[src/dimmer_ramp_controller_assert.svh]
// Assertion macros for the dimmer ramp controller.
// Both macros sample on clk and are disabled while arst_n is low.
`ifndef DIMMER_RAMP_CONTROLLER_ASSERT_SVH
`define DIMMER_RAMP_CONTROLLER_ASSERT_SVH
`ifndef NO_ASSERTIONS
// property must hold at every clock edge
`define DRC_ASSERT(label, prop) \
	label: assert property (@(posedge clk) disable iff (!arst_n) prop) \
		else $error("dimmer ramp controller check failed");
// expression must never be true
`define DRC_NEVER(label, expr) \
	label: assert property (@(posedge clk) disable iff (!arst_n) !(expr)) \
		else $error("dimmer ramp controller forbidden condition");
`else
`define DRC_ASSERT(label, prop)
`define DRC_NEVER(label, expr)
`endif
`endif

[src/drc_pkg.sv]
`default_nettype none
package drc_pkg;

	// fixed field widths
	localparam int unsigned LVL_W         = 8;
	localparam int unsigned DUR_W         = 15;
	localparam int unsigned PER_W         = 16;
	localparam int unsigned ON_DLY_W      = 16;
	localparam int unsigned OFF_DLY_W     = 32;
	localparam int unsigned REQ_W         = 4;
	localparam int unsigned CFG_IDX_W     = 3;
	localparam int unsigned CFG_DATA_W    = 32;
	localparam int unsigned TIME_BITS_DEF = 32;

	// register reset values
	localparam logic [LVL_W-1:0] RST_MIN_LEVEL = 8'd0;
	localparam logic [LVL_W-1:0] RST_MAX_LEVEL = 8'd255;
	localparam logic [DUR_W-1:0] RST_ABS_DUR   = 15'd500;
	localparam logic [DUR_W-1:0] RST_REL_DUR   = 15'd5000;

	// request codes of the input item
	typedef enum logic [REQ_W-1:0] {
		REQ_TICK        = 4'd0,
		REQ_STOP        = 4'd1,
		REQ_ON          = 4'd2,
		REQ_OFF         = 4'd3,
		REQ_TOGGLE      = 4'd4,
		REQ_SOFT_ON     = 4'd5,
		REQ_SOFT_OFF    = 4'd6,
		REQ_TOGGLE_SOFT = 4'd7,
		REQ_UP          = 4'd8,
		REQ_DOWN        = 4'd9,
		REQ_TOGGLE_DIM  = 4'd10,
		REQ_SET         = 4'd11,
		REQ_CLEAR       = 4'd12
	} req_t;

	// configuration register indexes
	typedef enum logic [CFG_IDX_W-1:0] {
		REG_MIN_LEVEL  = 3'd0,
		REG_MAX_LEVEL  = 3'd1,
		REG_ABS_DUR    = 3'd2,
		REG_REL_DUR    = 3'd3,
		REG_ON_DELAY   = 3'd4,
		REG_OFF_DELAY  = 3'd5,
		REG_CHANNEL_ID = 3'd6
	} cfg_reg_t;

	// selected dimmer task
	typedef enum logic [3:0] {
		T_IDLE    = 4'd0,
		T_STOP    = 4'd1,
		T_ON      = 4'd2,
		T_OFF     = 4'd3,
		T_SOFTON  = 4'd4,
		T_SOFTOFF = 4'd5,
		T_UP      = 4'd6,
		T_DOWN    = 4'd7,
		T_SET     = 4'd8
	} task_t;

	// power supply sequencer phase
	typedef enum logic [1:0] {
		PH_OFF      = 2'd0,
		PH_ON_WAIT  = 2'd1,
		PH_ON       = 2'd2,
		PH_OFF_WAIT = 2'd3
	} phase_t;

	// controller states
	typedef enum logic [1:0] {
		ST_IDLE  = 2'd0,
		ST_EVAL  = 2'd1,
		ST_DIV   = 2'd2,
		ST_APPLY = 2'd3
	} ctl_state_t;

	// controller to datapath
	typedef struct packed {
		logic load;
		logic tick;
		logic div_start;
		logic apply;
	} cmd_t;

	// datapath to controller
	typedef struct packed {
		logic is_tick;
		logic need_div;
		logic div_busy;
	} stat_t;

	// a / 10 for an 8-bit value, reciprocal multiply (exact below 1029)
	function automatic logic [LVL_W-1:0] div10(input logic [LVL_W-1:0] a);
		logic [15:0] p;
		p = 16'(a) * 16'd205;
		return 8'(p >> 11);
	endfunction

	// steps between reports: (max - min) / 10 + 1, truncated toward zero, 8 bits
	function automatic logic [LVL_W-1:0] report_interval(
		input logic [LVL_W-1:0] lo,
		input logic [LVL_W-1:0] hi
	);
		logic [LVL_W-1:0] res;
		if (hi >= lo) begin
			res = div10(8'(hi - lo)) + 8'd1;
		end else begin
			res = 8'd1 - div10(8'(lo - hi));
		end
		return res;
	endfunction

endpackage
`default_nettype wire

[src/dimmer_ramp_controller.sv]
// Dimmer ramp controller.
// Input channel (in_valid/in_stall) carries one item per request: a
// millisecond tick or a command (stop, on, off, soft on/off, dim up/down,
// their toggles, set target, clear update flag). Every item gives exactly one
// result on the output channel (out_valid/out_stall): level, level_write,
// channel, supply_on, ramp_busy and update_ready as they stand after it.
// Configuration goes through cfg_write/cfg_index/cfg_data, one register per
// cycle; the user must write only while no item is in flight, as the block
// does not enforce it. Items are handled one at a time. A command or a tick
// that needs no new step period passes through the evaluate and apply
// states, and out_valid rises when the result is loaded. A tick that starts
// a stepped run also waits in the divide state for the bit-serial step
// period divider (15 quotient bits, one per cycle). The next item is accepted
// in the cycle after the result is loaded, even while that result is still stalled.
// A stalled result holds its payload; a further result waits in the apply
// step until the output register is free.
// Reset (arst_n low) clears the level, the task, the supply sequencer, the
// millisecond clock and loads the register defaults.
`default_nettype none
`include "dimmer_ramp_controller_assert.svh"
module dimmer_ramp_controller #(
	parameter int unsigned TIME_BITS = drc_pkg::TIME_BITS_DEF
) (
	input  wire logic                              clk,
	input  wire logic                              arst_n,
	input  wire logic                              cfg_write,
	input  wire logic [drc_pkg::CFG_IDX_W-1:0]     cfg_index,
	input  wire logic [drc_pkg::CFG_DATA_W-1:0]    cfg_data,
	input  wire logic                              in_valid,
	output logic                                   in_stall,
	input  wire logic [drc_pkg::REQ_W-1:0]         req_type,
	input  wire logic [drc_pkg::LVL_W-1:0]         target_level,
	output logic                                   out_valid,
	input  wire logic                              out_stall,
	output logic [drc_pkg::LVL_W-1:0]              level,
	output logic                                   level_write,
	output logic [drc_pkg::LVL_W-1:0]              channel,
	output logic                                   supply_on,
	output logic                                   ramp_busy,
	output logic                                   update_ready
);

	drc_pkg::cmd_t  cmd;
	drc_pkg::stat_t stat;

	// sequencer
	drc_ctrl u_ctrl (
		.clk       (clk),
		.arst_n    (arst_n),
		.in_valid  (in_valid),
		.out_stall (out_stall),
		.stat      (stat),
		.cmd       (cmd),
		.in_stall  (in_stall),
		.out_valid (out_valid)
	);

	// datapath
	drc_dp #(
		.TIME_BITS (TIME_BITS)
	) u_dp (
		.clk          (clk),
		.arst_n       (arst_n),
		.cmd          (cmd),
		.stat         (stat),
		.cfg_write    (cfg_write),
		.cfg_index    (cfg_index),
		.cfg_data     (cfg_data),
		.req_type     (req_type),
		.target_level (target_level),
		.level        (level),
		.level_write  (level_write),
		.channel      (channel),
		.supply_on    (supply_on),
		.ramp_busy    (ramp_busy),
		.update_ready (update_ready)
	);

	// checks
	`DRC_ASSERT(a_accept_then_busy, (in_valid && !in_stall) |=> in_stall)
	`DRC_ASSERT(a_div_blocks_input, stat.div_busy |-> in_stall)
	`DRC_ASSERT(a_result_from_item, $rose(out_valid) |-> $past(in_stall))
	`DRC_NEVER(a_no_restart_mid_div, cmd.div_start && stat.div_busy)

endmodule
`default_nettype wire

[src/drc_div.sv]
`default_nettype none
// Restoring divider, one quotient bit per cycle.
module drc_div (
	input  wire logic                        clk,
	input  wire logic                        arst_n,
	input  wire logic                        start,
	input  wire logic [drc_pkg::DUR_W-1:0]   dividend,
	input  wire logic [drc_pkg::LVL_W-1:0]   divisor,
	output logic                             busy,
	output logic [drc_pkg::DUR_W-1:0]        quotient
);

	localparam int unsigned CNT_W = $clog2(drc_pkg::DUR_W);

	logic [drc_pkg::LVL_W-1:0] rem_q;
	logic [drc_pkg::LVL_W-1:0] dvs_q;
	logic [drc_pkg::DUR_W-1:0] quo_q;
	logic [CNT_W-1:0]          cnt_q;
	logic                      busy_q;

	logic [drc_pkg::LVL_W:0]   shifted;
	logic [drc_pkg::LVL_W:0]   diff;
	logic                      fits;

	// trial subtract of the shifted remainder
	always_comb begin
		shifted = {rem_q, quo_q[drc_pkg::DUR_W-1]};
		diff    = shifted - {1'b0, dvs_q};
		fits    = shifted >= {1'b0, dvs_q};
	end

	// control: bit counter and busy
	always_ff @(posedge clk or negedge arst_n) begin
		if (!arst_n) begin
			busy_q <= 1'b0;
			cnt_q  <= '0;
		end else if (start) begin
			busy_q <= 1'b1;
			cnt_q  <= CNT_W'(drc_pkg::DUR_W - 1);
		end else if (busy_q) begin
			if (cnt_q == '0) begin
				busy_q <= 1'b0;
			end else begin
				cnt_q <= cnt_q - 1'b1;
			end
		end
	end

	// remainder and quotient shift register
	always_ff @(posedge clk) begin
		if (start) begin
			rem_q <= '0;
			dvs_q <= divisor;
			quo_q <= dividend;
		end else if (busy_q) begin
			rem_q <= fits ? diff[drc_pkg::LVL_W-1:0] : shifted[drc_pkg::LVL_W-1:0];
			quo_q <= {quo_q[drc_pkg::DUR_W-2:0], fits};
		end
	end

	assign busy     = busy_q;
	assign quotient = quo_q;

endmodule
`default_nettype wire

[src/drc_ctrl.sv]
`default_nettype none
// Sequencer: accept, evaluate, optional divide, apply and push the result.
module drc_ctrl (
	input  wire logic            clk,
	input  wire logic            arst_n,
	input  wire logic            in_valid,
	input  wire logic            out_stall,
	input  wire drc_pkg::stat_t  stat,
	output drc_pkg::cmd_t        cmd,
	output logic                 in_stall,
	output logic                 out_valid
);

	drc_pkg::ctl_state_t state_q;
	drc_pkg::ctl_state_t state_nxt;
	logic                out_valid_q;
	logic                can_push;

	// output register free or emptied this cycle
	assign can_push = !out_valid_q || !out_stall;

	// next state
	always_comb begin
		state_nxt = state_q;
		unique case (state_q)
			drc_pkg::ST_IDLE: begin
				if (in_valid) state_nxt = drc_pkg::ST_EVAL;
			end
			drc_pkg::ST_EVAL: begin
				if (stat.need_div) state_nxt = drc_pkg::ST_DIV;
				else state_nxt = drc_pkg::ST_APPLY;
			end
			drc_pkg::ST_DIV: begin
				if (!stat.div_busy) state_nxt = drc_pkg::ST_APPLY;
			end
			drc_pkg::ST_APPLY: begin
				if (can_push) state_nxt = drc_pkg::ST_IDLE;
			end
			default: state_nxt = drc_pkg::ST_IDLE;
		endcase
	end

	// command outputs
	always_comb begin
		cmd       = '0;
		in_stall  = 1'b1;
		unique case (state_q)
			drc_pkg::ST_IDLE: begin
				in_stall = 1'b0;
				cmd.load = in_valid;
			end
			drc_pkg::ST_EVAL: begin
				cmd.tick      = stat.is_tick;
				cmd.div_start = stat.need_div;
			end
			drc_pkg::ST_DIV: begin
				cmd = '0;
			end
			drc_pkg::ST_APPLY: begin
				cmd.apply = can_push;
			end
			default: cmd = '0;
		endcase
	end

	// state and output valid
	always_ff @(posedge clk or negedge arst_n) begin
		if (!arst_n) begin
			state_q     <= drc_pkg::ST_IDLE;
			out_valid_q <= 1'b0;
		end else begin
			state_q <= state_nxt;
			if (cmd.apply) begin
				out_valid_q <= 1'b1;
			end else if (!out_stall) begin
				out_valid_q <= 1'b0;
			end
		end
	end

	assign out_valid = out_valid_q;

endmodule
`default_nettype wire

[src/drc_dp.sv]
`default_nettype none
// Datapath: configuration, dimmer state, supply sequencer, output register.
module drc_dp #(
	parameter int unsigned TIME_BITS = drc_pkg::TIME_BITS_DEF
) (
	input  wire logic                              clk,
	input  wire logic                              arst_n,
	input  wire drc_pkg::cmd_t                     cmd,
	output drc_pkg::stat_t                         stat,
	input  wire logic                              cfg_write,
	input  wire logic [drc_pkg::CFG_IDX_W-1:0]     cfg_index,
	input  wire logic [drc_pkg::CFG_DATA_W-1:0]    cfg_data,
	input  wire logic [drc_pkg::REQ_W-1:0]         req_type,
	input  wire logic [drc_pkg::LVL_W-1:0]         target_level,
	output logic [drc_pkg::LVL_W-1:0]              level,
	output logic                                   level_write,
	output logic [drc_pkg::LVL_W-1:0]              channel,
	output logic                                   supply_on,
	output logic                                   ramp_busy,
	output logic                                   update_ready
);

	localparam int unsigned LW = drc_pkg::LVL_W;
	localparam int unsigned TW = TIME_BITS;

	// configuration registers
	logic [LW-1:0]                   min_q, max_q, chan_q;
	logic [drc_pkg::DUR_W-1:0]       abs_dur_q, rel_dur_q;
	logic [drc_pkg::ON_DLY_W-1:0]    on_dly_q;
	logic [drc_pkg::OFF_DLY_W-1:0]   off_dly_q;

	// latched item
	logic [drc_pkg::REQ_W-1:0]       req_q;
	logic [LW-1:0]                   tgt_q;

	// dimmer state
	logic [LW-1:0]                   lvl_q, cnt_q, goal_q;
	drc_pkg::task_t                  tsk_q;
	drc_pkg::phase_t                 phase_q;
	logic                            sup_q, busy_q, flag_q, dim_up_q;
	logic [drc_pkg::PER_W-1:0]       per_abs_q, per_rel_q;
	logic [TW-1:0]                   now_q, last_q, mark_q;

	// result register
	logic [LW-1:0]                   out_lvl_q, out_chan_q;
	logic                            out_wr_q, out_sup_q, out_busy_q, out_flag_q;

	// task decode
	logic                            do_ramp, ramp_up, ramp_rel, ramp_cnt;
	logic                            want_sup, to_stop, set_max, set_min, is_stop;
	logic [LW-1:0]                   gap;

	// divider
	logic                            div_busy;
	logic [drc_pkg::DUR_W-1:0]       quo;

	// next state
	logic [LW-1:0]                   lvl_n, cnt_n, goal_n, cnt_inc, interval;
	drc_pkg::task_t                  tsk_n;
	drc_pkg::phase_t                 phase_n;
	logic                            sup_n, busy_n, flag_n, dim_n, wrote;
	logic [TW-1:0]                   last_n, mark_n, el_step, el_sup;
	logic [drc_pkg::PER_W-1:0]       per_eff;
	logic                            step_ok, per_ld;
	logic                            is_tick;

	assign is_tick  = req_q == drc_pkg::REQ_TICK;
	assign interval = drc_pkg::report_interval(min_q, max_q);

	// configuration writes
	always_ff @(posedge clk or negedge arst_n) begin
		if (!arst_n) begin
			min_q     <= drc_pkg::RST_MIN_LEVEL;
			max_q     <= drc_pkg::RST_MAX_LEVEL;
			abs_dur_q <= drc_pkg::RST_ABS_DUR;
			rel_dur_q <= drc_pkg::RST_REL_DUR;
			on_dly_q  <= '0;
			off_dly_q <= '0;
			chan_q    <= '0;
		end else if (cfg_write) begin
			unique case (drc_pkg::cfg_reg_t'(cfg_index))
				drc_pkg::REG_MIN_LEVEL:  min_q     <= cfg_data[LW-1:0];
				drc_pkg::REG_MAX_LEVEL:  max_q     <= cfg_data[LW-1:0];
				drc_pkg::REG_ABS_DUR:    abs_dur_q <= cfg_data[drc_pkg::DUR_W-1:0];
				drc_pkg::REG_REL_DUR:    rel_dur_q <= cfg_data[drc_pkg::DUR_W-1:0];
				drc_pkg::REG_ON_DELAY:   on_dly_q  <= cfg_data[drc_pkg::ON_DLY_W-1:0];
				drc_pkg::REG_OFF_DELAY:  off_dly_q <= cfg_data[drc_pkg::OFF_DLY_W-1:0];
				drc_pkg::REG_CHANNEL_ID: chan_q    <= cfg_data[LW-1:0];
				default: ;
			endcase
		end
	end

	// what the selected task wants on a tick
	always_comb begin
		do_ramp  = 1'b0;
		ramp_up  = 1'b0;
		ramp_rel = 1'b0;
		ramp_cnt = 1'b0;
		want_sup = 1'b0;
		to_stop  = 1'b0;
		set_max  = 1'b0;
		set_min  = 1'b0;
		is_stop  = 1'b0;
		gap      = '0;
		unique case (tsk_q) inside
			drc_pkg::T_STOP: is_stop = 1'b1;
			drc_pkg::T_ON: begin
				if (lvl_q != max_q) begin
					if (phase_q == drc_pkg::PH_ON) set_max = 1'b1;
					else want_sup = 1'b1;
				end
			end
			drc_pkg::T_OFF: begin
				if (lvl_q != min_q) set_min = 1'b1;
			end
			drc_pkg::T_SOFTON, drc_pkg::T_UP: begin
				if (lvl_q < max_q) begin
					if (phase_q == drc_pkg::PH_ON) begin
						do_ramp  = 1'b1;
						ramp_up  = 1'b1;
						ramp_rel = tsk_q == drc_pkg::T_UP;
						ramp_cnt = tsk_q == drc_pkg::T_UP;
						gap      = max_q - lvl_q;
					end else begin
						want_sup = 1'b1;
					end
				end else begin
					to_stop = 1'b1;
				end
			end
			drc_pkg::T_SOFTOFF, drc_pkg::T_DOWN: begin
				if (lvl_q > min_q) begin
					do_ramp  = 1'b1;
					ramp_rel = tsk_q == drc_pkg::T_DOWN;
					ramp_cnt = tsk_q == drc_pkg::T_DOWN;
					gap      = lvl_q - min_q;
				end else begin
					to_stop = 1'b1;
				end
			end
			drc_pkg::T_SET: begin
				if (lvl_q < goal_q) begin
					if (phase_q == drc_pkg::PH_ON) begin
						do_ramp = 1'b1;
						ramp_up = 1'b1;
						gap     = goal_q - lvl_q;
					end else begin
						want_sup = 1'b1;
					end
				end else if (lvl_q > goal_q) begin
					do_ramp = 1'b1;
					gap     = lvl_q - goal_q;
				end else begin
					to_stop = 1'b1;
				end
			end
			default: ;
		endcase
	end

	// step period = duration / distance, only when a run starts
	drc_div u_div (
		.clk      (clk),
		.arst_n   (arst_n),
		.start    (cmd.div_start),
		.dividend (ramp_rel ? rel_dur_q : abs_dur_q),
		.divisor  (gap),
		.busy     (div_busy),
		.quotient (quo)
	);

	assign stat.is_tick  = is_tick;
	assign stat.need_div = is_tick && do_ramp && !busy_q;
	assign stat.div_busy = div_busy;

	// period in force and elapsed step time
	assign per_eff = busy_q ? (ramp_rel ? per_rel_q : per_abs_q) : drc_pkg::PER_W'(quo);
	assign el_step = now_q - last_q;
	assign step_ok = 32'(el_step) >= 32'(per_eff);
	assign per_ld  = is_tick && do_ramp && !busy_q;
	assign cnt_inc = cnt_q + 8'd1;

	// next state of the item being applied
	always_comb begin
		lvl_n   = lvl_q;
		cnt_n   = cnt_q;
		goal_n  = goal_q;
		tsk_n   = tsk_q;
		phase_n = phase_q;
		sup_n   = sup_q;
		busy_n  = busy_q;
		flag_n  = flag_q;
		dim_n   = dim_up_q;
		last_n  = last_q;
		mark_n  = mark_q;
		wrote   = 1'b0;
		el_sup  = '0;
		if (is_tick) begin
			// task
			if (is_stop) begin
				busy_n = 1'b0;
				flag_n = 1'b1;
				cnt_n  = '0;
				tsk_n  = drc_pkg::T_IDLE;
				if (lvl_q == '0 && phase_q != drc_pkg::PH_OFF_WAIT &&
				    phase_q != drc_pkg::PH_OFF) begin
					mark_n  = now_q;
					phase_n = drc_pkg::PH_OFF_WAIT;
				end
				if (lvl_q == min_q) dim_n = 1'b1;
				if (lvl_q == max_q) dim_n = 1'b0;
			end
			if (set_max || set_min) begin
				lvl_n = set_max ? max_q : min_q;
				wrote = 1'b1;
				tsk_n = drc_pkg::T_STOP;
			end
			if (want_sup && phase_q != drc_pkg::PH_ON_WAIT) begin
				mark_n  = now_q;
				phase_n = drc_pkg::PH_ON_WAIT;
			end
			if (to_stop) tsk_n = drc_pkg::T_STOP;
			if (do_ramp && step_ok) begin
				lvl_n  = ramp_up ? lvl_q + 8'd1 : lvl_q - 8'd1;
				busy_n = 1'b1;
				wrote  = 1'b1;
				last_n = now_q;
				if (ramp_cnt) begin
					if (cnt_inc >= interval) begin
						flag_n = 1'b1;
						cnt_n  = '0;
					end else begin
						cnt_n = cnt_inc;
					end
				end
			end
			// supply sequencer
			el_sup = now_q - mark_n;
			if (phase_n == drc_pkg::PH_ON_WAIT) begin
				if (32'(el_sup) >= 32'(on_dly_q)) begin
					sup_n   = 1'b1;
					phase_n = drc_pkg::PH_ON;
				end
			end else if (phase_n == drc_pkg::PH_OFF_WAIT) begin
				if (32'(el_sup) >= off_dly_q) begin
					sup_n   = 1'b0;
					phase_n = drc_pkg::PH_OFF;
				end
			end
		end else begin
			// command items select a task; set also loads the goal, toggle dim flips the direction, clear drops the flag
			unique case (drc_pkg::req_t'(req_q))
				drc_pkg::REQ_STOP:     tsk_n = drc_pkg::T_STOP;
				drc_pkg::REQ_ON:       tsk_n = drc_pkg::T_ON;
				drc_pkg::REQ_OFF:      tsk_n = drc_pkg::T_OFF;
				drc_pkg::REQ_TOGGLE:
					tsk_n = (lvl_q != min_q) ? drc_pkg::T_OFF : drc_pkg::T_ON;
				drc_pkg::REQ_SOFT_ON:  tsk_n = drc_pkg::T_SOFTON;
				drc_pkg::REQ_SOFT_OFF: tsk_n = drc_pkg::T_SOFTOFF;
				drc_pkg::REQ_TOGGLE_SOFT:
					tsk_n = (lvl_q != min_q) ? drc_pkg::T_SOFTOFF : drc_pkg::T_SOFTON;
				drc_pkg::REQ_UP:       tsk_n = drc_pkg::T_UP;
				drc_pkg::REQ_DOWN:     tsk_n = drc_pkg::T_DOWN;
				drc_pkg::REQ_TOGGLE_DIM: begin
					tsk_n = dim_up_q ? drc_pkg::T_UP : drc_pkg::T_DOWN;
					dim_n = !dim_up_q;
				end
				drc_pkg::REQ_SET: begin
					goal_n = tgt_q;
					tsk_n  = drc_pkg::T_SET;
				end
				drc_pkg::REQ_CLEAR:    flag_n = 1'b0;
				default: ;
			endcase
		end
	end

	// control state
	always_ff @(posedge clk or negedge arst_n) begin
		if (!arst_n) begin
			lvl_q     <= '0;
			cnt_q     <= '0;
			goal_q    <= '0;
			tsk_q     <= drc_pkg::T_IDLE;
			phase_q   <= drc_pkg::PH_OFF;
			sup_q     <= 1'b0;
			busy_q    <= 1'b0;
			flag_q    <= 1'b0;
			dim_up_q  <= 1'b1;
			per_abs_q <= '0;
			per_rel_q <= '0;
			now_q     <= '0;
			last_q    <= '0;
			mark_q    <= '0;
			req_q     <= '0;
			tgt_q     <= '0;
		end else begin
			if (cmd.load) begin
				req_q <= req_type;
				tgt_q <= target_level;
			end
			if (cmd.tick) now_q <= now_q + 1'b1;
			if (cmd.apply) begin
				lvl_q    <= lvl_n;
				cnt_q    <= cnt_n;
				goal_q   <= goal_n;
				tsk_q    <= tsk_n;
				phase_q  <= phase_n;
				sup_q    <= sup_n;
				busy_q   <= busy_n;
				flag_q   <= flag_n;
				dim_up_q <= dim_n;
				last_q   <= last_n;
				mark_q   <= mark_n;
				if (per_ld && !ramp_rel) per_abs_q <= drc_pkg::PER_W'(quo);
				if (per_ld && ramp_rel) per_rel_q <= drc_pkg::PER_W'(quo);
			end
		end
	end

	// result register
	always_ff @(posedge clk) begin
		if (cmd.apply) begin
			out_lvl_q  <= lvl_n;
			out_wr_q   <= wrote;
			out_chan_q <= chan_q;
			out_sup_q  <= sup_n;
			out_busy_q <= busy_n;
			out_flag_q <= flag_n;
		end
	end

	assign level        = out_lvl_q;
	assign level_write  = out_wr_q;
	assign channel      = out_chan_q;
	assign supply_on    = out_sup_q;
	assign ramp_busy    = out_busy_q;
	assign update_ready = out_flag_q;

endmodule
`default_nettype wire

[config.mk]
export PLATFORM = sky130hd
export DESIGN_NAME = dimmer_ramp_controller
export DESIGN_NICKNAME = d
export VERILOG_FILES = /design/src/drc_pkg.sv /design/src/dimmer_ramp_controller.sv /design/src/drc_div.sv /design/src/drc_ctrl.sv /design/src/drc_dp.sv
export VERILOG_INCLUDE_DIRS = /design/src /design/src/src
export SDC_FILE = /design/constraint.sdc
export NUM_CORES = 1
export LEC_CHECK = 0
export BUFFER_PORTS_ARGS = -buffer_cell sky130_fd_sc_hd__buf_2
export CAP_MARGIN = 30
export CORE_MARGIN = 2
export CORE_UTILIZATION = 55
export DETAILED_ROUTE_END_ITERATION = 7
export GPL_TIMING_DRIVEN = 0
export PLACE_DENSITY = 0.82
export SLEW_MARGIN = 20
export SYNTH_ARGS = -nofsm -noshare
export SYNTH_HDL_FRONTEND = slang
export SYNTH_SLANG_ARGS = --single-unit
[constraint.sdc]
create_clock -name clk -period 12.64 [get_ports clk]
set_clock_uncertainty 0.15 [all_clocks]
set_input_delay 0.632 -clock clk [delete_from_list [all_inputs] [get_ports clk]]
set_output_delay 0.632 -clock clk [all_outputs]
set_load 0.02 [all_outputs]
After elaboration in Yosys (flattened, before gate mapping)
Index checks and enable logic that the tools add are counted.
W data, S select, Z words.
{ "word_totals": {"in_bits": 52, "wordCells": 261, "reg_bits": 333} }
{ "op_classes": {"bitwise": 1, "n_mul": 2, "n_mux": 108, "n_lt_le_gt_ge": 10, "n_addsub": 16, "n_reduce_logical": 42, "eq_ne": 46} }
{ "ops": {"columns": ["op", "n"], "rows": [
  ["$mux W8", 17],
  ["$mux W32", 4],
  ["$ge A32 B16 Y1", 2],
  ["$sub A32 B32 Y32", 2],
  ["$mux W15", 4],
  ["$sub A8 B8 Y8", 7],
  ["$mux W1", 55],
  ["$pmux W4 S11", 1],
  ["$add A32 B1 Y32 const B", 1],
  ["$eq A4 B3 Y1 const B", 8],
  ["$ge A32 B32 Y1", 1],
  ["$mul A8 B8 Y16 const B", 2],
  ["$mux W4", 7],
  ["$eq A4 B4 Y1 const B", 6],
  ["$mux W2", 12],
  ["$pmux W8 S3", 1],
  ["$reduce_and A2 Y1", 11],
  ["$add A8 B1 Y8 const B", 2],
  ["$eq A4 B2 Y1 const B", 4],
  ["$eq A8 B8 Y1", 2],
  ["$ge A8 B8 Y1", 2],
  ["$gt A8 B8 Y1", 2],
  ["$lt A8 B8 Y1", 2],
  ["$mux W16", 1],
  ["other kinds (32)", 69]
]} }

Longest topological paths before layout
Gate-level depths: netlist (run 1).
{ "depth": {"ltp_word": 13, "depth_mapped": 38} }

Modules after synthesis
A second synthesis (run 1) with hierarchy kept.
{ "hier_totals": {"cells_unflattened": 2519, "hier_area_um2": 25064.0} }
{ "by_module_without_submodules": {"columns": ["module", "cells_per_inst", "area_each_um2", "instances", "seq_area_each_um2"], "rows": [
  ["drc_dp", 2340, 22935.7, 1, 7482.2],
  ["drc_div", 156, 1869.3, 1, 975.9],
  ["drc_ctrl", 23, 259.0, 1, 75.1]
]} }

Worst setup path before layout (run 1)
Ideal clock, no wire load.
{ "synth_path": {"path_type": "flip-flop to flip-flop", "startpoint": "reg u_dp.lvl_q[1]", "endpoint": "reg u_dp.phase_q[0]", "path_stages_with_launch": 31, "period_less_slack_ns": 7.587, "slack_ns": 5.053, "required_time_ns": 12.408, "n_path_buf": 3, "arrival_ns": 7.355, "setup_ns": 0.082, "path_cell_list": "dfrtp_1 inv_1 fa_1 nand3_1 a21oi_1 o311ai_1 a31o_2 buf_1 clkbuf_1 nand2_1 o21ai_0 ha_1 inv_1 fa_1 a211oi_1 nor2_1 o31a_1 o41ai_1 a311o_1 and3_1 buf_2 o21ai_0 xor2_1 ha_1 and4_1 a221o_1 or4b_1 nor4_2 nand3_1 mux2_2 a22oi_2"} }
{ "synth_via": {"elab_chain_len": 12} }
{ "synth_rtl": {"columns": ["item", "line", "rtl"], "rows": [
  ["start: declaration", "drc_dp.sv:37", "logic [LW-1:0] lvl_q, cnt_q, goal_q;"],
  ["start signal: assignment", "drc_dp.sv:305", "lvl_q <= lvl_n;"],
  ["parallel branches: the longest is 11 deep, another holds $sub A32 B32 Y32", null, null],
  ["$mux W2 (*)", "drc_dp.sv:240", "if (phase_n == drc_pkg::PH_ON_WAIT) begin"],
  ["end signal: assignment", "drc_dp.sv:286", "phase_q <= drc_pkg::PH_OFF;"],
  ["end signal: assignment", "drc_dp.sv:309", "phase_q <= phase_n;"],
  ["end: declaration", "drc_dp.sv:39", "drc_pkg::phase_t phase_q;"]
]} }
Mark *: on every way between the ends. The select of a mux whose other input is x is not followed.
A chain may end at the register's enable or synchronous reset.

Final worst setup path (run 1)
{ "layout_path": {"startpoint": "reg u_dp.lvl_q[1]", "endpoint": "reg u_dp.out_sup_q, in the netlist u_dp.supply_on (data pin)"} }
{ "layout_via": {"elab_chain_len": 13} }
{ "layout_rtl": {"columns": ["item", "line", "rtl"], "rows": [
  ["parallel branches: the longest is 11 deep, another holds $sub A32 B32 Y32", null, null],
  ["$mux W1 (*)", "drc_dp.sv:240", null],
  ["$mux W1 (*)", "drc_dp.sv:199", "if (is_tick) begin"],
  ["named net u_dp.sup_n", "drc_dp.sv:61", "logic sup_n, busy_n, flag_n, dim_n, wrote;"],
  ["end signal: assignment", "drc_dp.sv:328", "out_sup_q <= sup_n;"],
  ["end: declaration", "drc_dp.sv:46", "logic out_wr_q, out_sup_q, out_busy_q, out_flag_q;"]
]} }
Mark *: on every way through the listed nets, which the timed path passes. The select of a mux whose other input is x is not followed.

==> results of run 1 <==
==> through the flow <==
stage | area [sq um] | hold slack, ns | utilization | cells | setup slack (ns)
after floorplan | 24700 | 0.186 | - | 2604 | 5.05
after global placement | 25800 | 0.277 | 0.582 | 3267 | 2.34
after detailed placement | 25900 | 0.280 | 0.584 | 3272 | 2.23
after CTS | 27100 | 0.114 | 0.612 | 3342 | 2.08
after global routing | 27100 | 0.128 | 0.612 | 3342 | 1.40
final | 27100 | 0.138 | 0.612 | 3343 | 1.87
==> registers in the layout (all words and copies together) (netlist names), 8 cells and up <==
signal,cells
u_dp.last_q,32
u_dp.lvl_q,8
u_dp.mark_q,32
u_dp.u_div.dvs_q,8
u_dp.tgt_q,8
u_dp.level,8
u_dp.cnt_q,8
u_dp.abs_dur_q,15
u_dp.max_q,8
u_dp.per_abs_q,15
u_dp.channel,8
u_dp.off_dly_q,32
u_dp.chan_q,8
u_dp.u_div.quotient,15
u_dp.min_q,8
u_dp.now_q,32
u_dp.per_rel_q,15
u_dp.u_div.rem_q,8
u_dp.rel_dur_q,15
u_dp.goal_q,8
u_dp.on_dly_q,16
==> worst max path at each step <==
stage	slack, ns	start	to	depth (start not counted)
after detailed placement	2.23	u_dp.lvl_q[1]	u_dp.supply_on	33
after floorplan	5.05	u_dp.lvl_q[1]	u_dp.phase_q[0]	30
final	1.87	u_dp.lvl_q[1]	u_dp.supply_on	33
after CTS	2.08	u_dp.lvl_q[1]	u_dp.supply_on	33
after global routing	1.40	u_dp.lvl_q[1]	u_dp.supply_on	33
after global placement	2.34	u_dp.lvl_q[1]	u_dp.supply_on	33
==> per-layer routing <==
metal | GRT usage | up-vias
li1 | - | 9474
met5 | 0 | -
met3 | 0.0521 | 146
met4 | 0.109 | 0
met1 | 0.359 | 9766
met2 | 0.446 | 641
==> cell usage after synthesis (29+ instances only) <==
master    count  area (sq um)
nand3_1      56           280
fa_1         32           641
a21oi_1     147           736
dfrtp_1     262          6560
xnor2_1      95           832
a211oi_1     29           218
a21o_1       81           608
xor2_1       48           420
nor2_1      136           510
inv_1       246           923
ha_1        292          3650
nand2_1     252           946
nor3_1       29           145
o21ai_0     192           961
clkbuf_1     80           300
edfxtp_1     43          1290
mux2i_1      69           691
nand2b_1     30           188
mux2_2      153          1720
==> final cells by class <==
type                            count  share of cell area
Clock buffer                       46              0.0366
Clock inverter                     23             0.00771
Multi-Input combinational cell   1938               0.550
Antenna cell                        1           0.0000923
Buffer                             86              0.0123
Sequential cell                   333               0.315
Inverter                          247              0.0342
Tap cell                          592              0.0273
Timing Repair Buffer               77              0.0169
==> cells by family after synthesis <==
family / share of synthesized area
AO/OA/AOI/OAI: 0.163
XOR/XNOR: 0.0507
adder cells (fa/ha/maj): 0.174
buffers and inverters: 0.0511
flip-flops: 0.345
multiplexers: 0.0983
AND/OR/NAND/NOR: 0.117
==> cell usage in the layout, fill, tap and decap left out, types with 20 or more instances in the layout <==
cell,synthesis,final
buf_2,3,74
inv_1,246,246
nor3_1,29,29
nand3_1,56,56
xnor2_1,95,95
a21oi_1,147,147
dfstp_2,20,20
a21o_1,81,81
edfxtp_1,43,43
o21bai_1,28,28
nand2b_1,30,30
xor2_1,48,48
dfrtp_1,262,262
clkbuf_1,80,87
clkbuf_16,0,38
mux2_2,153,153
mux2i_1,69,69
fa_1,32,32
o21ai_0,192,192
nand4_1,27,27
ha_1,292,292
nor2_1,136,136
a211oi_1,29,29
nand2_1,252,252
==> flow_metrics.py, run 1 <==
metrics = {
    "run_status": {
        "status": "complete, no violations",
    },
    "synthesis": {
        "synth_cell_types": 90,
        "synth_area_per_cell_sq_um": 9.48,
        "syn_area_sq_um": 24700,
        "synth_fp_nets": 2980,
        "ys.flop_type": "dfrtp_1",
        "synth.yosys.warnings": 0,
        "yosysSeqAreaShare": 0.345,
        "async_flop_share": 0.847,
        "synthCells": 2604,
        "synth_edf_count": 43,
        "synth_seq_cells": 333,
    },
    "global_route": {
        "grtUsageTotal": 0.274,
        "grt_overflow": 0,
        "antenna_found_initial": 2,
        "grt_pass1_vias": 20353,
        "grt_max_degree": 100,
        "grt_pass1_wl_mm": 104,
    },
    "clock_network": {
        "cts_tree": "yes",
        "cts.sinks": 333,
        "cts_max_level": 2,
        "clk_pin_slew_ns": 0.06,
        "cts_hold_buf": 1,
        "clk-insertion-delay-late_ns": 0.58,
        "cts_made_buffers": 38,
        "clockRootBuffer": "clkbuf_16",
        "cts_setup_buffers": 0,
        "max-clock-path-buffers": 3,
        "postCtsResizedCells": 0,
    },
    "critical_path": {
        "critical_path_peak_fanout": 11,
        "reg2reg_to": "u_dp.supply_on",
        "max_stage_delay_ns": 0.72,
        "r2r_cells": 33,
        "cpMostUsedCell": "o21ai_0",
        "crit_buf_inv": 5,
        "crit_family": "compound AO/OA/AOI/OAI gates",
        "required_ns": 12.75,
        "startpoint_type": "flop",
        "crit_path_end_kind": "flop",
        "cp_slowest_cell": "buf_1",
        "rr_startpoint": "u_dp.lvl_q[1]",
        "path_class": "reg -> reg",
        "reg2reg_slack_ns": 1.87,
        "crit_arrival_ns": 10.88,
    },
    "floorplanning": {
        "core.rowCount": 77,
        "die_h_microns": 216,
        "io_pins": 74,
        "core-area_sq_um": 44300,
        "start_util": 0.557,
        "dieArea_sq_um": 46600,
        "die_w_microns": 216,
    },
    "timing": {
        "tns_ns": 0,
        "setup_viol": 0,
        "final-hold-violation-count": 0,
        "slew_headroom": 0.277,
        "rsz0062_at_grt": "false",
        "slew_violations": 0,
        "fin_crit_ns": 10.77,
        "min_period_over_period": 0.852,
        "fmax_mhz": 92.8,
        "worst_pin_slew_ns": 1.07,
    },
    "routing": {
        "ant_nets": 0,
        "wl_met2_mm": 29.4,
        "drt_iter0_drc": 1428,
        "drt-vias-per-instance": 5.99,
        "dr.pass1.iters": 6,
        "wire_per_inst_microns": 19.0,
        "dr_wl_met3_mm": 4.40,
        "routed_wl_mm": 63.5,
        "route.detailed.drc": 0,
        "highest_layer": "met4",
        "num_vias": 20027,
        "wl_met1_mm": 27.3,
    },
    "min_path": {
        "holdCritStartpoint": "req_type[0]",
        "hp-class": "in -> reg",
        "worstHoldPathCells": 2,
        "hold_end": "u_dp.req_q[0]",
    },
    "placed_design": {
        "dp_hpwl_mm": 48.7,
        "port-buffer-count": 71,
        "place_congestion": 0.961,
    },
    "cells_and_area": {
        "areaGrowthSynthToFinish_pct": 9.74,
        "final-seq-area_sq_um": 8530,
        "drive_gt1_frac": 0.122,
        "multi_input_area_sq_um": 14900,
        "final_nets": 3097,
        "fill_cells": 3677,
    },
    "flow_run": {
        "maxCapViolations": 0,
    },
}
Power of run 1 is left out: the tool's default activity adds up to more than one toggle a clock period on the data nets, which glitch-free logic cannot reach.
==> run 2: changes to the inputs <==
Settings changed: PLACE_DENSITY 0.82 to 0.75.
==> flow_metrics.py, run 2 (synthesized netlist as in run 1, its figures left out) <==
metrics = {
    "run_status": {
        "status": "complete, no violations",
    },
    "routing": {
        "ant_nets": 0,
        "drt_iter0_drc": 1535,
        "wire_per_inst_microns": 18.7,
        "dr.pass1.iters": 5,
        "drt-vias-per-instance": 5.93,
        "routed_wl_mm": 62.4,
        "route.detailed.drc": 0,
        "num_vias": 19811,
    },
    "clock_network": {
        "clockRootBuffer": "clkbuf_16",
        "clk-insertion-delay-late_ns": 0.58,
        "cts_hold_buf": 1,
        "cts_setup_buffers": 0,
        "postCtsResizedCells": 0,
        "cts_max_level": 2,
        "clk_pin_slew_ns": 0.06,
        "max-clock-path-buffers": 3,
        "cts.sinks": 333,
        "cts_made_buffers": 38,
        "cts_tree": "yes",
    },
    "floorplanning": {
        "dieArea_sq_um": 46600,
        "io_pins": 74,
        "core-area_sq_um": 44300,
        "start_util": 0.557,
        "core.rowCount": 77,
        "die_w_microns": 216,
        "die_h_microns": 216,
    },
    "global_route": {
        "grt_pass1_wl_mm": 102,
        "grt_overflow": 0,
        "grt_pass1_vias": 19982,
        "grtUsageTotal": 0.270,
        "antenna_found_initial": 1,
        "grt_max_degree": 104,
    },
    "critical_path": {
        "cpMostUsedCell": "o21ai_0",
        "crit_path_end_kind": "flop",
        "required_ns": 12.74,
        "reg2reg_slack_ns": 2.48,
        "crit_arrival_ns": 10.26,
        "startpoint_type": "flop",
        "max_stage_delay_ns": 0.72,
        "critical_path_peak_fanout": 11,
        "cp_slowest_cell": "clkbuf_1",
        "path_class": "reg -> reg",
    },
    "cells_and_area": {
        "fill_cells": 3757,
        "final_cell_mix": "ha_1 (292), dfrtp_1 (262), nand2_1 (252)",
        "drive_gt1_frac": 0.121,
        "antenna_cells": 0,
        "areaGrowthSynthToFinish_pct": 9.89,
        "final_nets": 3098,
        "mostFrequentLayoutCell": "ha_1",
    },
    "placed_design": {
        "port-buffer-count": 71,
        "place_congestion": 0.945,
        "dp_hpwl_mm": 48.5,
    },
    "timing": {
        "slew_violations": 0,
        "fmax_mhz": 98.4,
        "rsz0062_at_grt": "false",
        "slew_headroom": 0.316,
        "setup_viol": 0,
        "fin_crit_ns": 10.16,
        "worst_pin_slew_ns": 1.02,
        "tns_ns": 0,
        "min_period_over_period": 0.804,
        "final-hold-violation-count": 0,
    },
    "min_path": {
        "hp-class": "in -> reg",
    },
    "flow_run": {
        "maxCapViolations": 0,
    },
}
[run 2: changes by cell type in the layout (fill, tap and decap cells not counted), moves of 2 or more]
cell,before,now
clkbuf_1,87,91
clkinv_1,3,1
clkbuf_16,38,40
inv_6,3,1
clkinv_2,10,8
clkbuf_8,1,5
clkinv_8,0,2
clkinv_4,3,0
[run 2: worst paths after layout]
path	from	endpoint	depth (start not counted)
max in group asynchronous	arst_n	u_dp.mark_q[30]	4
hold reg to reg	u_dp.chan_q[6]	u_dp.channel[6]	0
min in group asynchronous	arst_n	u_dp.goal_q[4]	2
setup / recovery	u_dp.lvl_q[1]	u_dp.supply_on	33
hold / removal	target_level[1]	u_dp.tgt_q[1]	2
setup reg to reg	u_dp.lvl_q[1]	u_dp.supply_on	33
[run 2: critical path, delay by kind of cell (launching register included)]
| family | cells | cell delay (ns) |
|---|---|---|
| AND/OR/NAND/NOR | 8 | 1.31 |
| XOR/XNOR | 1 | 0.19 |
| flip-flops | 1 | 0.68 |
| AO/OA/AOI/OAI | 15 | 4.15 |
| buffers and inverters | 5 | 1.88 |
| adder cells (fa/ha/maj) | 4 | 1.45 |
[run 2: per-stage QoR]
step,setup slack [ns],hold slack (ns),utilization,instance area (sq um),instances
floorplan,5.05,0.186,-,24700,2604
global placement,2.96,0.277,0.582,25800,3267
detailed placement,2.74,0.278,0.585,25900,3271
CTS,2.59,0.115,0.612,27100,3341
global route,1.91,0.136,0.612,27100,3343
finish,2.48,0.138,0.612,27100,3343
[run 2: routing by layer]
metal / share of wire / global-route usage / vias up
li1: - / - / 9462
met1: 0.45 / 0.367 / 9679
met2: 0.46 / 0.443 / 544
met3: 0.057 / 0.0392 / 124
met4: 0.028 / 0.0870 / 2
met5: 0.00021 / 0 / -
[run 2: layout make-up]
cell class,instances,area (sq um),share of cell area
buffer,86,334,0.0123
clock buffer,56,1110,0.0409
clock inverter,13,96.3,0.00355
inverter,247,927,0.0342
multi-input combinational,1938,14900,0.549
sequential,333,8530,0.314
tap,592,741,0.0273
timing repair buffer,78,489,0.0180
Power of run 2 is left out for the same reason.
